## config.mk

```make
export PLATFORM = sky130hd
export DESIGN_NAME = wpm_div
export DESIGN_NICKNAME = d
export VERILOG_FILES = /design/src/hw/rtl/wpm_pkg.sv /design/src/hw/rtl/wpm_div.sv
export SDC_FILE = /design/constraint.sdc
export NUM_CORES = 1
export LEC_CHECK = 0
export BUFFER_PORTS_ARGS = -buffer_cell sky130_fd_sc_hd__buf_2
export CAP_MARGIN = 20
export CORE_MARGIN = 2
export CORE_UTILIZATION = 63
export DETAILED_ROUTE_END_ITERATION = 10
export GPL_TIMING_DRIVEN = 1
export PLACE_DENSITY = 0.86
export RECOVER_POWER = 100
export SLEW_MARGIN = 20
export SYNTH_ARGS = -nofsm -noshare
export SYNTH_HDL_FRONTEND = slang
export SYNTH_SLANG_ARGS = --single-unit
```

## constraint.sdc

```tcl
create_clock -name clk -period 7.2 [get_ports clk]
set_input_delay 0.36 -clock clk [delete_from_list [all_inputs] [get_ports clk]]
set_output_delay 0.36 -clock clk [all_outputs]
set_load 0.02 [all_outputs]
```

## src/hw/rtl/wpm_pkg.sv

```systemverilog
// Shared types and constants for the waypoint motion player.
// No dependencies; imported by every module of the block.
`default_nettype none

package wpm_pkg;

  localparam int MAX_POINTS = 64;
  localparam int IDX_W      = $clog2(MAX_POINTS);
  localparam int CNT_W      = IDX_W + 1;

  localparam logic [1:0] KIND_TICK    = 2'd0;
  localparam logic [1:0] KIND_APPEND  = 2'd1;
  localparam logic [1:0] KIND_CLEAR   = 2'd2;
  localparam logic [1:0] KIND_RESTART = 2'd3;

  // One waypoint table entry.
  typedef struct packed {
    logic signed [31:0] x;
    logic signed [31:0] y;
    logic [15:0]        ticks;
    logic               ends_block;
  } point_t;

  // Request into the shared divider.
  typedef struct packed {
    logic               start;
    logic signed [32:0] dividend;
    logic [15:0]        divisor;
  } div_req_t;

endpackage

`default_nettype wire

```

## src/hw/rtl/wpm_div.sv

```systemverilog
// Radix-2 restoring divider, signed 33-bit by unsigned 16-bit, one bit a cycle.
// Quotient truncates toward zero and saturates to 32 bits. Depends on wpm_pkg.
`default_nettype none

module wpm_div (
  input  wire logic              clk,
  input  wire logic              rst,
  input  wire wpm_pkg::div_req_t req,
  output logic                   done,
  output logic signed [31:0]     quo
);
  import wpm_pkg::*;

  localparam int STEPS = 33;
  localparam int CW    = $clog2(STEPS + 1);

  logic [15:0]   rem;
  logic [32:0]   work;
  logic [15:0]   dvs;
  logic [CW-1:0] cnt;
  logic          neg;
  logic          busy;

  logic [16:0]   trial;
  logic          ge;
  logic [15:0]   rem_next;
  logic [32:0]   work_next;
  logic [32:0]   neg_q;

  always_comb begin
    trial     = {rem, work[32]};
    ge        = trial >= {1'b0, dvs};
    rem_next  = ge ? 16'(trial - {1'b0, dvs}) : trial[15:0];
    work_next = {work[31:0], ge};
    neg_q     = -work_next;
  end

  always_ff @(posedge clk) begin
    if (rst) begin
      busy <= 1'b0;
      done <= 1'b0;
      cnt  <= '0;
    end else begin
      done <= 1'b0;
      if (req.start) begin
        busy <= 1'b1;
        cnt  <= CW'(STEPS);
        rem  <= '0;
        dvs  <= req.divisor;
        neg  <= req.dividend[32];
        work <= req.dividend[32] ? 33'(-req.dividend) : req.dividend;
      end else if (busy) begin
        rem  <= rem_next;
        work <= work_next;
        cnt  <= cnt - 1'b1;
        if (cnt == CW'(1)) begin
          busy <= 1'b0;
          done <= 1'b1;
          if (!neg) begin
            quo <= (work_next[32] | work_next[31]) ? 32'sh7FFF_FFFF
                                                   : $signed(work_next[31:0]);
          end else begin
            quo <= (work_next > 33'h0_8000_0000) ? 32'sh8000_0000
                                                 : $signed(neg_q[31:0]);
          end
        end
      end
    end
  end

endmodule

`default_nettype wire

```

======== After elaboration in Yosys (flattened, before gate mapping) ========
Cells that the tools add are included.
cells by class
  add/sub/neg operators ................... 4
  multiplexer cells ....................... 14
  magnitude comparators ................... 2
  bitwise gates (word level) .............. 4
  equal/unequal tests ..................... 1
  reductions and logical operators ........ 6
operators by type and width
  cell                    number
  $mux W33                3
  $mux W32                3
  $gt A33 B32 Y1 const B  1
  $neg A33 Y33            1
  $mux W16                2
  $neg A32 Y32            1
  $ge A17 B16 Y1          1
  $sub A16 B16 Y16        1
  $mux W6                 2
  $eq A6 B1 Y1 const B    1
  $sub A6 B1 Y6 const B   1
  $mux W1                 4
  $reduce_and A2 Y1       2
  $reduce_and A4 Y1       1
  $not A1 Y1              3
  $reduce_or A3 Y1        1
  $reduce_bool A2 Y1      1
  $reduce_or A2 Y1        1
  $or A1 B1 Y1            1
word-level totals
  bits of input ports ..................... 52
  word-level logic and storage cells ...... 40
  register bits after elaboration ......... 106

======== Depth between registers and ports, before layout ========
  depth after elaboration ................. 4
  mapped depth ............................ 19
  gate-level depth less buffers ........... 16

======== Least setup slack after synthesis ========
Ideal clock, no wire load.
  path kind ............................... flip-flop to flip-flop
  start point ............................. register rem[6]
  end point ............................... register quo[11] (data pin)
  period minus slack after synthesis ...... 4340 ps
  slack ................................... 2860 ps
  cell stages (with the launch flop) ...... 19
  required time ........................... 7070 ps
  arrival ................................. 4210 ps
  path through ............................ edfxtp_1 > ha_1 > a21o_1 > a21o_1 > nor3_1 > a21o_1 > a21oi_1 > inv_2 > clkbuf_1 > buf_1 > ha_1 > nor4b_1 > nand4_1 > or3_1 > o21ai_2 > nand2_1 > buf_2 > a211oi_1 > a211o_1
between the ends
  longest elaborated chain between the ends .. 4
  elaborated cells on any way between the ends .. 5
  those cells by class .................... 1 x add/sub; 2 x order compare; 2 x mux
RTL lines
  item                                                   line                          RTL
  start, declared                                        wpm_div.sv:17                 logic [15:0] rem;
  start signal, assigned                                 wpm_div.sv:53                 rem <= rem_next;
  $ge A17 B16 Y1 *                                       wpm_div.sv:32                 ge = trial >= {1'b0, dvs};
  $neg A32 Y32 / $gt A33 B32 Y1 (equally long branches)  wpm_div.sv:35, wpm_div.sv:63
  $mux W32 *                                             wpm_div.sv:63                 quo <= (work_next > 33'h0_8000_0000) ? 32'sh8000_0000
  $mux W32 *                                             wpm_div.sv:59                 if (!neg) begin
  end signal, assigned                                   wpm_div.sv:60                 quo <= (work_next[32] | work_next[31]) ? 32'sh7FFF_FFFF
  end signal, assigned                                   wpm_div.sv:63
  end, declared                                          wpm_div.sv:10                 output logic signed [31:0] quo
Every way passes the cells marked *; elsewhere a longest branch is shown, timed or not.
A chain may end at the register's enable or synchronous reset.

======== Final worst setup path ========
  start point ............................. input req[49] in the netlist's numbering
  end point ............................... register work[18], enable pin
between the ends
  longest elaborated chain between the ends .. 2
RTL lines
  item                                 line           RTL
  start, declared                      wpm_div.sv:8   input wire wpm_pkg::div_req_t req,
  $reduce_bool A2 Y1 (no source line)  n/a
  $reduce_and A2 Y1 (no source line)   n/a
  end signal, assigned                 wpm_div.sv:51  work <= req.dividend[32] ? 33'(-req.dividend) : req.dividend;
  end signal, assigned                 wpm_div.sv:54  work <= work_next;
  end, declared                        wpm_div.sv:18  logic [32:0] work;
No other way between the ends.

==> results.toml <==
[layout]
fillCellCount = 743
final_common_cell = "edfxtp_1"
final_cell_mix = "98 x edfxtp_1, 85 x nor2_1, 60 x a21oi_1"
syn_to_final_growth_pct = 9.51
diodes = 0
drive_above_1_share_pct = 10.6
fin_nets = 807

[drt]
via_per_inst = 6.42
drt-total-wl_um = 15500
drt_iter0_markers = 560
ant_nets = 0
drc = 0
first_pass_iters = 6
vias = 5597
wire_per_inst_um = 17.8

[cts]
clkTransAtPathRegs_ns = 0.10
clk_latency_ns = 0.39
cts_post_setup_buffers_inserted = 0
cts_tree = "done"
ctsHoldBuffers = 0
numCtsBuffers = 9
htree_levels = 3
clockRootBuffer = "clkbuf_8"
cts_resized = 0
cts.sink_count = 106
clock_path_buffers = 2

[logic_synthesis]
synth_largest_area_cell = "edfxtp_1"
syn_avg_cell_area_um2 = 9.69
yosys_warnings = 0
ys_seq_elements = 106
syn_area_mm2 = 0.00647
synth_edf_count = 98
synth_top_area_share_pct = 45.5
synth_cell_types = 67
synth-simple-area-share_pct = 18.7
yosys.area_share.xor_xnor_pct = 5.69
synth_compound_area_share_pct = 18.8
ys_dominant_reg_cell = "edfxtp_1"
ys_top_cells_by_area = "edfxtp_1 45%, nor2_1 4.9%, a21oi_1 4.6%"
syn_nets = 741
synth-async-reset-ratio_pct = 0
synth_top_family_by_area = "compound AO/OA/AOI/OAI gates"
yosys-mux-area-fraction_pct = 0.464
yosysSeqAreaShare_pct = 48.0
synthAdderAreaFrac_pct = 4.18
synthCells = 668

[min_path]
whs_endpoint = "dvs[14]$_DFFE_PP_"
hold_class = "in -> reg"
holdPathStages = 1
hp-start = "req[14]"

[global_route]
grt_max_degree = 89
grt_pass1_wl_um = 25300
grt_overflow = 0
antenna_found_initial = 0
grtUsageTotal_pct = 28.4
grt_pass1_vias = 5045

[setup_path]
cp-end-kind = "flip-flop"
path_class = "in -> reg"
arrival_ns = 5.95
startpoint_type = "input pin"
path_cells = "buf_2, clkbuf_1, nor2_1, nor2_1, clkbuf_1"
critical-path-slowest-cell = "clkbuf_1"
r2r-end = "quo[28]$_DFFE_PP_"
crit_fanout = 88
crit_path_max_incr_delay_ns = 2.57
required_ns = 7.19
reg2reg_slack_ns = 1.45
r2r_cells = 14
crit_path_start = "req[49]"
timing.rr.start = "rem[6]$_SDFFCE_PP0P_"

[floorplan]
initial_core_util_pct = 65.6
die_w_um = 105
core-area_mm2 = 0.00986
die_area_mm2 = 0.0111
die_h_um = 105
io_pins = 85
rows = 36

[power_and_ir_drop]
ir_worst_vdd_uv = 107
power_density_mw_per_mm2 = 204
leakage_nw = 2.59

[sta]
fin_skew_ns = 0.0141
final-hold-violation-count = 0
worstMarginPinSlew_ns = 3.65
timing.final.crit_share_pct = 82.8
max-slew-margin-rel_pct = -143
finalSetupTns_ns = 0
hold_slack_ns = 0.135
finalSetupViolCount = 0
maxSlewViolCount = 174
rsz0062_at_grt = "false"
fin_crit_ns = 5.96
fmaxAchievable_ghz = 0.168

[flow_run]
drv_cap = 4

[place]
gp_congestion = 1.03
dp_hpwl_um = 10900
portBuffers = 84

[run_status]
outcome = "complete, but fails checks"
violations = "max-capacitance violations, max-slew violations"
==> per-stage QoR <==
step           area (µm²)  util [%]  power (mW)  setup WS [ns]  cells
2_1_floorplan        6470         -        1.00           2.86    668
3_3_place_gp         6970      70.6        1.08           2.28    856
3_5_place_dp         6970      70.6        1.09           2.00    856
4_1_cts              7160      72.5        1.44           1.91    872
5_1_grt              7090      71.8        1.50          0.776    872
6_report             7090      71.8        1.44           1.24    872
==> critical path: cells and delay by family <==
family / cells / cell delay, ns
AND/OR/NAND/NOR: 2 / 1.58
buffers and inverters: 3 / 3.96
==> kinds of logic (layout without fill, tap and decap cells) <==
kind of cell / after synthesis / in the layout
mux: 3 / 3
buf+inv: 71 / 142
simple gates: 244 / 244
flops: 106 / 106
fa+ha+maj: 21 / 21
xor+xnor: 42 / 42
compound gates: 181 / 181
==> power by group <==
group          switching [mW]  internal [mW]  leakage (nW)
Combinational           0.199          0.125          1.51
Sequential             0.0386          0.725         0.978
Clock                   0.208          0.147         0.101
==> Yosys cell counts (all sizes together), types with 10 or more instances <==
master  count
edfxtp     98
o21ai      29
nand2      52
a21oi      60
o31ai      15
ha         20
nor2       85
inv        37
or3        22
nand3      10
a211oi     13
xor2       32
nor3       22
xnor2      10
o311ai     11
clkbuf     27
==> flip-flops by register name, indices dropped and copies added (netlist names) <==
name	count
work	33
quo	32
dvs	16
rem	16
cnt	6
busy	1
done	1
neg	1
==> final cells by class <==
class / instances / area (µm²) / area share [%]
flip-flops and latches: 106 / 3100 / 43.8
inverters: 37 / 139 / 1.96
clock buffers: 11 / 151 / 2.14
multi-input cells: 491 / 3090 / 43.6
clock inverters: 5 / 35.0 / 0.494
well taps: 133 / 166 / 2.35
repair buffers: 89 / 399 / 5.63
==> routing by layer <==
metal  track usage [%]  vias to the layer above  wire (µm)
met5                 0                        -          0
met4              9.33                        0        273
met3              3.90                       32       1730
met2              41.6                      348       6790
met1              43.7                     2589       6740
li1                  -                     2628          -
==> how the worst max path moves through the flow <==
| stage | endpoint | cells past startpoint | slack (ns) |
|---|---|---|---|
| global placement | quo[11]$_DFFE_PP_ | 15 | 2.28 |
| finish | work[18]$_DFFE_PP_ | 5 | 1.24 |
| CTS | quo[13]$_DFFE_PP_ | 15 | 1.91 |
| global route | work[14]$_DFFE_PP_ | 5 | 0.78 |
| detailed placement | quo[13]$_DFFE_PP_ | 15 | 2.00 |
| floorplan | quo[11]$_DFFE_PP_ | 18 | 2.86 |
No activity file was read; power rests on OpenSTA's default activity.
